--- config.mk ---
export PLATFORM = sky130hd
export DESIGN_NAME = ssw_ctrl
export DESIGN_NICKNAME = d
export VERILOG_FILES = /design/src/syn_scan_window_detector_defines.svh /design/src/ssw_pkg.sv /design/src/ssw_ctrl.sv
export SDC_FILE = /design/constraint.sdc
export NUM_CORES = 1
export LEC_CHECK = 0
export BUFFER_PORTS_ARGS = -buffer_cell sky130_fd_sc_hd__buf_2
export CAP_MARGIN = 0
export CORE_AREA = 2 2 39 41
export DETAILED_ROUTE_END_ITERATION = 10
export DIE_AREA = 0 0 41 43
export GPL_ROUTABILITY_DRIVEN = 0
export PLACE_DENSITY = 0.38
export SETUP_SLACK_MARGIN = 0.4
export SLEW_MARGIN = 20
export SYNTH_ARGS = -nofsm -noshare
export SYNTH_HDL_FRONTEND = slang
export SYNTH_SLANG_ARGS = --single-unit
export TNS_END_PERCENT = 5
--- constraint.sdc ---
create_clock -name clk -period 1.4 [get_ports clk]
set_clock_uncertainty 0.2 [all_clocks]
set_input_delay 0.42 -clock clk [delete_from_list [all_inputs] [get_ports clk]]
set_output_delay 0.42 -clock clk [all_outputs]
set_load 0.1 [all_outputs]
--- src/syn_scan_window_detector_defines.svh ---
// Assertion macros used by the SYN-scan detector datapath.
`ifndef SYN_SCAN_WINDOW_DETECTOR_DEFINES_SVH
`define SYN_SCAN_WINDOW_DETECTOR_DEFINES_SVH

// Same-cycle implication, disabled while reset is asserted.
`define SSW_ASSERT_IMP(lbl, clk, rst_n, ante, cons) \
  lbl: assert property (@(posedge clk) disable iff (!rst_n) (ante) |-> (cons)) \
    else $error("ssw assertion failed");

// Next-cycle implication, disabled while reset is asserted.
`define SSW_ASSERT_NXT(lbl, clk, rst_n, ante, cons) \
  lbl: assert property (@(posedge clk) disable iff (!rst_n) (ante) |=> (cons)) \
    else $error("ssw assertion failed");

`endif

--- src/ssw_pkg.sv ---
// Types and constants shared by the SYN-scan window detector.
package ssw_pkg;

  localparam int FLAG_SYN_BIT = 1;
  localparam int FLAG_ACK_BIT = 4;

  localparam logic [15:0] COUNT_MAX    = 16'hFFFF;
  localparam logic [15:0] WINDOW_RESET = 16'd60;
  localparam logic [15:0] THRESH_RESET = 16'd20;

  // Entries examined per scan cycle, and the bits of an index within a group.
  localparam int SCAN_GROUP = 8;
  localparam int SCAN_IDX_W = 3;

  localparam int CFG_IDX_W = 2;
  localparam logic [CFG_IDX_W-1:0] CFG_WINDOW = 2'd0;
  localparam logic [CFG_IDX_W-1:0] CFG_THRESH = 2'd1;

  typedef enum logic [2:0] {
    S_IDLE,
    S_SCAN,
    S_READ,
    S_CALC,
    S_UPDATE
  } state_t;

  // Per-entry fields kept in RAM.
  typedef struct packed {
    logic [31:0] window_start;
    logic [15:0] count;
    logic        alerted;
  } entry_t;

  typedef struct packed {
    logic capture;
    logic scan_step;
    logic rd_en;
    logic calc;
    logic commit;
  } cmd_t;

  typedef struct packed {
    logic in_ignore;
    logic scan_end;
    logic out_free;
  } stat_t;

endpackage

--- src/ssw_ctrl.sv ---
// Controller state machine for the SYN-scan window detector.
module ssw_ctrl import ssw_pkg::*; (
  input  logic  clk,
  input  logic  rst_n,
  input  logic  in_valid,
  output logic  in_stall,
  input  stat_t stat,
  output cmd_t  cmd
);

  state_t state_r, state_nxt;

  always_ff @(posedge clk) begin
    if (!rst_n) begin
      state_r <= S_IDLE;
    end else begin
      state_r <= state_nxt;
    end
  end

  always_comb begin
    state_nxt = state_r;
    unique case (state_r)
      S_IDLE: begin
        if (in_valid) begin
          state_nxt = stat.in_ignore ? S_UPDATE : S_SCAN;
        end
      end
      S_SCAN: begin
        if (stat.scan_end) begin
          state_nxt = S_READ;
        end
      end
      S_READ:   state_nxt = S_CALC;
      S_CALC:   state_nxt = S_UPDATE;
      S_UPDATE: begin
        if (stat.out_free) begin
          state_nxt = S_IDLE;
        end
      end
      default:  state_nxt = S_IDLE;
    endcase
  end

  always_comb begin
    cmd      = '0;
    in_stall = 1'b1;
    unique case (state_r)
      S_IDLE: begin
        in_stall    = 1'b0;
        cmd.capture = in_valid;
      end
      S_SCAN:   cmd.scan_step = 1'b1;
      S_READ:   cmd.rd_en     = 1'b1;
      S_CALC:   cmd.calc      = 1'b1;
      S_UPDATE: cmd.commit    = stat.out_free;
      default:  cmd           = '0;
    endcase
  end

endmodule

# Word level (Yosys, flattened, before mapping)
# Cells that the tools add are included.
[totals]
in_bits = 6
mem_count = 0
mem_bits_ro = 0
output_inout_bits = 6
regBits = 3
latch_bits = 0
mem_bits_rw = 0
[classes]
div_mod_pow = 0
bitwise_logic = 0
muxes = 11
magnitude_cmp = 0
shifts = 0
n_addsub = 0
multipliers = 0
reduce_logical = 2
eq_ne = 7
[op_table]
columns = ["operator", "count"]
rows = [
  ["case mux 3 bit (5 select lines)", 1],
  ["2-to-1 mux 3 bit", 4],
  ["equality test 3 x 2 -> 1 bit, second input constant", 2],
  ["2-to-1 mux 1 bit", 6],
  ["inequality test 2 bit, second input constant", 3],
  ["equality test 3 x 1 -> 1 bit, second input constant", 1],
  ["equality test 3 bit, second input constant", 1],
  ["logical NOT 3 bit", 1],
  ["AND reduction 3 bit", 1],
]

# Logic depth before layout (Yosys ltp)
# Gate-level depths: netlist (run 1).
[logic_depth]
depth_word = 3
ltp_mapped = 4

# Least setup slack after synthesis (run 1)
# Ideal clock, no wire load.
[synth_path]
path_kind = "register -> output"
startpoint = "register state_r[0]"
endpoint = "output port cmd[3] (netlist bit)"
slack_ps = -1854
stages_incl_launch_ff = 3
n_path_buf = 1
t_required_ps = 780
arrival_time_ps = 2634
path_cell_list = "dfxtp_1 -> buf_6 -> nor3b_1"
[synth_rtl]
columns = ["element", "line", "rtl"]
rows = [
  ["start, declared", "ssw_ctrl.sv:11", "state_t state_r, state_nxt;"],
  ["start signal, assigned", "ssw_ctrl.sv:17", "state_r <= state_nxt;"],
  ["end, declared", "ssw_ctrl.sv:8", "output cmd_t cmd"],
]

==> results_dict.tcl, run 1 <==
set metrics [dict create \
    async_flop_share_pct 0 \
    grt_first_pass_wirelength_um 1055 \
    max_slew_margin_pct 87.57 \
    dp_hpwl_um 459.2 \
    synth_compound_area_share_pct 17.75 \
    row_count 14 \
    synth_area_um2 211.5 \
    wl_per_cell_um 9.492 \
    synth_top_area_share_pct 28.40 \
    tightest_slew_ps 186.2 \
    ir_drop_v 0.0004243 \
    firstDrtPassIters 4 \
    avgSynthCellArea_um2 7.832 \
    track_usage_pct 9.328 \
    cts_root_buf "clkbuf_4" \
    synth_area_leaders "dfxtp_1, buf_6, a21oi_1, o31ai_1, nand2b_1" \
    clockBufferDepth 2 \
    outcome "complete, but fails checks" \
    min_path_type "input port to flip-flop" \
    die_w_um 41 \
    rsz0062_at_grt "true" \
    slew_violations 0 \
    dr_total_vias 256 \
    grt_start_max_net_pins 11 \
    synth.area.mux_share_pct 0 \
    synthesis.nets 33 \
    synth.ff_latch_count 3 \
    io-pin-count 12 \
    leakagePower_nw 0.2199 \
    initial_core_util_pct 15.28 \
    cp-startpoint "state_r[1]" \
    h-tree-depth 1 \
    cp.required_ps 780 \
    crit_type "flip-flop to output port" \
    largest-register "state_r" \
    nets 56 \
    ys_seq_area_share_pct 28.40 \
    post_route_cells_drive_above_1_share_pct 67.35 \
    routed_wl_um 617 \
    post-route-min-period_ps 1872 \
    synth_edf_count 0 \
    clkTransAtPathRegs_ps 40 \
    synth_cell_type_count 16 \
    detail-route-antenna-nets 0 \
    power_density_mw_per_mm2 1012 \
    cts_tree "yes" \
    synth_top_cell_by_area "dfxtp_1" \
    fin_ws_ps -471.5 \
    largest_reg_flops 3 \
    holdWs_ps 250.3 \
    num_antenna_cells 0 \
    final_cells 65 \
    synth_top_family_by_area "simple AND/OR/NAND/NOR gates" \
    ys.warnings.count 0 \
    insertion_delay_ps 230 \
    dieArea_mm2 0.001763 \
    synth_common_cells "a21oi_1, dfxtp_1, nand2_1, nor2_1" \
    synth-simple-area-share_pct 41.42 \
    portBuffers 11 \
    drc 0 \
    violations "setup timing" \
    top_regs "state_r x3" \
    fill_cells 145 \
    hold_viol_final 0 \
    synth_ff_type "dfxtp_1" \
    synthToLayoutAreaGrowth_pct 139.6 \
    critPathLaunchType "flip-flop" \
    synth-xor-area-share_pct 0 \
    antenna_found_initial 0 \
    dr.first_iter.drc_count 2 \
    cap_violations 0 \
    core_mm2 0.001384 \
    die_h_um 43 \
    finalCritPeriodShare_pct 133.7 \
    syn-instance-count 27 \
    worstPathArrival_ps 1250 \
    holdCritStartpoint "rst_n" \
    cp-end-kind "output port" \
    reg2reg_from "state_r[1]" \
    dp.cells 60 \
    yosys.area_share.adder_pct 0 \
    numCtsBuffers 3 \
    worst-path-max-fanout 2 \
    grt_pass1_vias 265 \
    clkSinkCount 3 \
    vias_per_cell 3.938 \
    max_freq_ghz 0.5343 \
    finalSetupViolations 6 \
    grt_overflow 0 \
]
[area by class of cell]
type                            instances  area [um2]  area share [%]
Clock buffer                            4       26.28           5.185
Inverter                                1       3.754          0.7407
Multi-Input combinational cell         21       166.4           32.84
Sequential cell                         3       66.31           13.09
Tap cell                               16       20.02           3.951
Timing Repair Buffer                   20       224.0           44.20
[critical path: stages, from the launching register on]
cell and delay [ps]:
dfxtp_2 310, or3_4 400, nor2_4 130, buf_12 180
[worst paths after layout]
path	to	slack, ps	depth (start not counted)
setup / recovery	cmd[4]	-470	3
hold / removal	state_r[2]	250	2
setup reg to reg	state_r[2]	210	4
hold reg to reg	state_r[0]	400	3
[power by group]
part           switching [mW]  internal (mW)
Clock                  0.0452          0.107
Combinational           0.152          0.110
Sequential            0.00549         0.0929
[cells by family (layout without fill, tap and decap cells)]
| family | after synthesis | count (layout) |
|---|---|---|
| and+or+nand+nor | 15 | 15 |
| AOI/OAI and AO/OA | 6 | 6 |
| DFF | 3 | 3 |
| buffers and inverters | 3 | 25 |
[metal layers]
layer	wire [um]	up-vias	part of all wire, %	global-route usage (%)
met5	0	-	0	0
met4	0	0	0	10.00
met3	35	0	5.7	1.571
met2	331	9	54	11.56
met1	250	111	41	12.18
li1	-	136	-	-
[metrics by stage]
| step | util, % | setup slack [ps] | area (um2) | total power [mW] | setup TNS, ps |
|---|---|---|---|---|---|
| global placement | 32.28 | -213.0 | 446.7 | 0.3466 | -880.7 |
| CTS | 35.17 | -485.6 | 486.7 | 0.5137 | -2432 |
| global route | 36.62 | -508.1 | 506.7 | 0.5430 | -2598 |
| detailed placement | 32.28 | -226.3 | 446.7 | 0.3483 | -927.9 |
| finish | 36.62 | -471.5 | 506.7 | 0.5127 | -2305 |
| floorplan | - | -618.4 | 244.0 | 0.2564 | -2844 |
[what timing repair did]
| action | CTS | global route |
|---|---|---|
| setup buffers | 0 | 1 |
| setup endpoints to repair | 9 | 9 |
| hold buffers | 0 | 0 |
| resized for setup | 6 | 4 |
| pin swaps | 5 | 6 |
[layout by cell type (no fill, tap or decap)]
master and instances:
clkbuf_1 1, o31ai_1 2, nand2_1 3, nor3_4 1, nor2_2 1, o21bai_1 1
nand3b_1 1, inv_1 1, buf_6 3, and3b_2 1, nor2_4 2, buf_2 5
nand2b_1 2, clkbuf_4 3, or3_4 1, dfxtp_4 1, a21oi_1 3, dfxtp_2 2
and3_1 1, nor3b_4 1, buf_4 6, nor2b_1 1, buf_12 6
(Power assumes the default switching activity.)
==> run 2, diff against run 1 <==
Settings changed: PLACE_DENSITY 0.38 to 0.39.
Clock period 1.4 ns to 1.7 ns, I/O delays scaled along.
==> run 2 against run 1 <==
Compared with the run above:
- register-to-register slack gained 330 ps
- the flow still finishes with violations (setup timing)
- worst setup slack gained 220 ps
- non-clock buffer count shrank 3
- clock power shrank 19%
- first-iteration DRC count grew 100%
- cell count shrank 4.6%
- die area is the same
- core utilization shrank 2.9 points
- flip-flop and latch count is the same
- critical path depth is the same
- global-route usage shrank 1.3 points
- power shrank 21%
==> results_dict.tcl, run 2 (synthesis results as in run 1) <==
set metrics [dict create \
    synthToLayoutAreaGrowth_pct 120.7 \
    initial_core_util_pct 15.28 \
    h-tree-depth 1 \
    worst-path-max-fanout 2 \
    numCtsBuffers 3 \
    post_route_cells_drive_above_1_share_pct 63.04 \
    grt_pass1_vias 231 \
    ir_drop_v 0.0003643 \
    rsz0062_at_grt "true" \
    routed_wl_um 518 \
    fin_ws_ps -247.0 \
    tightest_slew_ps 200.4 \
    dp_hpwl_um 396 \
    final_cells 62 \
    nets 53 \
    worstPathCellList "or3_4, nor2_4, buf_12" \
    cp-end-kind "output port" \
    insertion_delay_ps 230 \
    max_slew_margin_pct 86.52 \
    core_mm2 0.001384 \
    crit_type "flip-flop to output port" \
    largest_reg_flops 3 \
    dr_total_vias 251 \
    outcome "complete, but fails checks" \
    finalCritPeriodShare_pct 114.5 \
    die_h_um 43 \
    fin_util_pct 33.73 \
    holdWs_ps 321.7 \
    io-pin-count 12 \
    grt_overflow 0 \
    antenna_found_initial 0 \
    clkSinkCount 3 \
    cp.required_ps 990 \
    power_density_mw_per_mm2 871.3 \
    clkTransAtPathRegs_ps 40 \
    row_count 14 \
    crit_path_max_incr_delay_ps 410 \
    critPathLaunchType "flip-flop" \
    hold_viol_final 0 \
    detail-route-antenna-nets 0 \
    largest-register "state_r" \
    final_common_cell "buf_12" \
    num_antenna_cells 0 \
    violations "setup timing" \
    drc 0 \
    finalSetupViolations 6 \
    final_cell_mix "buf_12, buf_2, buf_4" \
    clockBufferDepth 2 \
    track_usage_pct 8.032 \
    post-route-min-period_ps 1947 \
    pre_cts_ws_ps -39.03 \
    cts_tree "yes" \
    crit_slowest_cell "or3_4" \
    top_regs "state_r x3" \
    r2r_setup_slack_ps 540 \
    dieArea_mm2 0.001763 \
    dp.cells 58 \
    post_cts.repair.setup_buffers 0 \
    portBuffers 11 \
    leakagePower_nw 0.2012 \
    firstDrtPassIters 2 \
    die_w_um 41 \
    dr.first_iter.drc_count 4 \
    slew_violations 0 \
    cap_violations 0 \
    ctsHoldBuffers 0 \
    grt_first_pass_wirelength_um 931 \
    vias_per_cell 4.048 \
    cts_root_buf "clkbuf_4" \
    min_path_type "input port to flip-flop" \
    wl_per_cell_um 8.355 \
    max_freq_ghz 0.5136 \
    worstPathArrival_ps 1240 \
    grt_start_max_net_pins 11 \
]
run 2: worst paths after layout:
path | cells after the start | to | startpoint
worst max register to register | 4 | state_r[2] | state_r[1]
worst min register to register | 3 | state_r[0] | state_r[0]
worst min-delay path | 2 | state_r[2] | rst_n
worst max-delay path | 3 | cmd[4] | state_r[1]
run 2: stage by stage:
stage          TNS, ps  instance area, um2  total power, mW
5_1_grt          -1246               466.7           0.4305
6_report        -948.6               466.7           0.4066
2_1_floorplan    -1713               244.0           0.2112
3_5_place_dp    -47.57               431.7           0.2827
4_1_cts          -1063               464.2           0.4149
3_3_place_gp    -37.98               431.7           0.2831
run 2: cell type report:
class / instances / area, um2
fillers: 143 / 917.1
repair buffers: 17 / 193.9
multi-input cells: 21 / 158.9
flip-flops and latches: 3 / 63.81
clock buffers: 4 / 26.28
well taps: 16 / 20.02
inverters: 1 / 3.754
run 2: report_power, final:
group          total [mW]  internal, mW  switching [mW]
Combinational       0.202        0.0805           0.122
Clock               0.123        0.0879          0.0354
Sequential         0.0812        0.0770         0.00415
Total               0.407         0.245           0.161
run 2: what timing repair did:
item,in CTS,in global routing
endpoints found under the hold margin,0,0
setup endpoints to repair,6,6
pin swaps,2,0
gates resized for setup,3,2
run 2: worst max-delay path: cells and delay by family, from the launching register on:
kind / cells / cell delay (ps)
AND/OR/NAND/NOR: 2 / 520
flip-flops: 1 / 310
buffers and inverters: 1 / 180
run 2: routing by layer:
layer  GRT usage [%]  up-vias  wire [um]
li1                -      132          -
met1           10.61      110        245
met2           9.063        9        235
met3           4.712        0         37
met4           6.000        0          0
met5               0        -          0
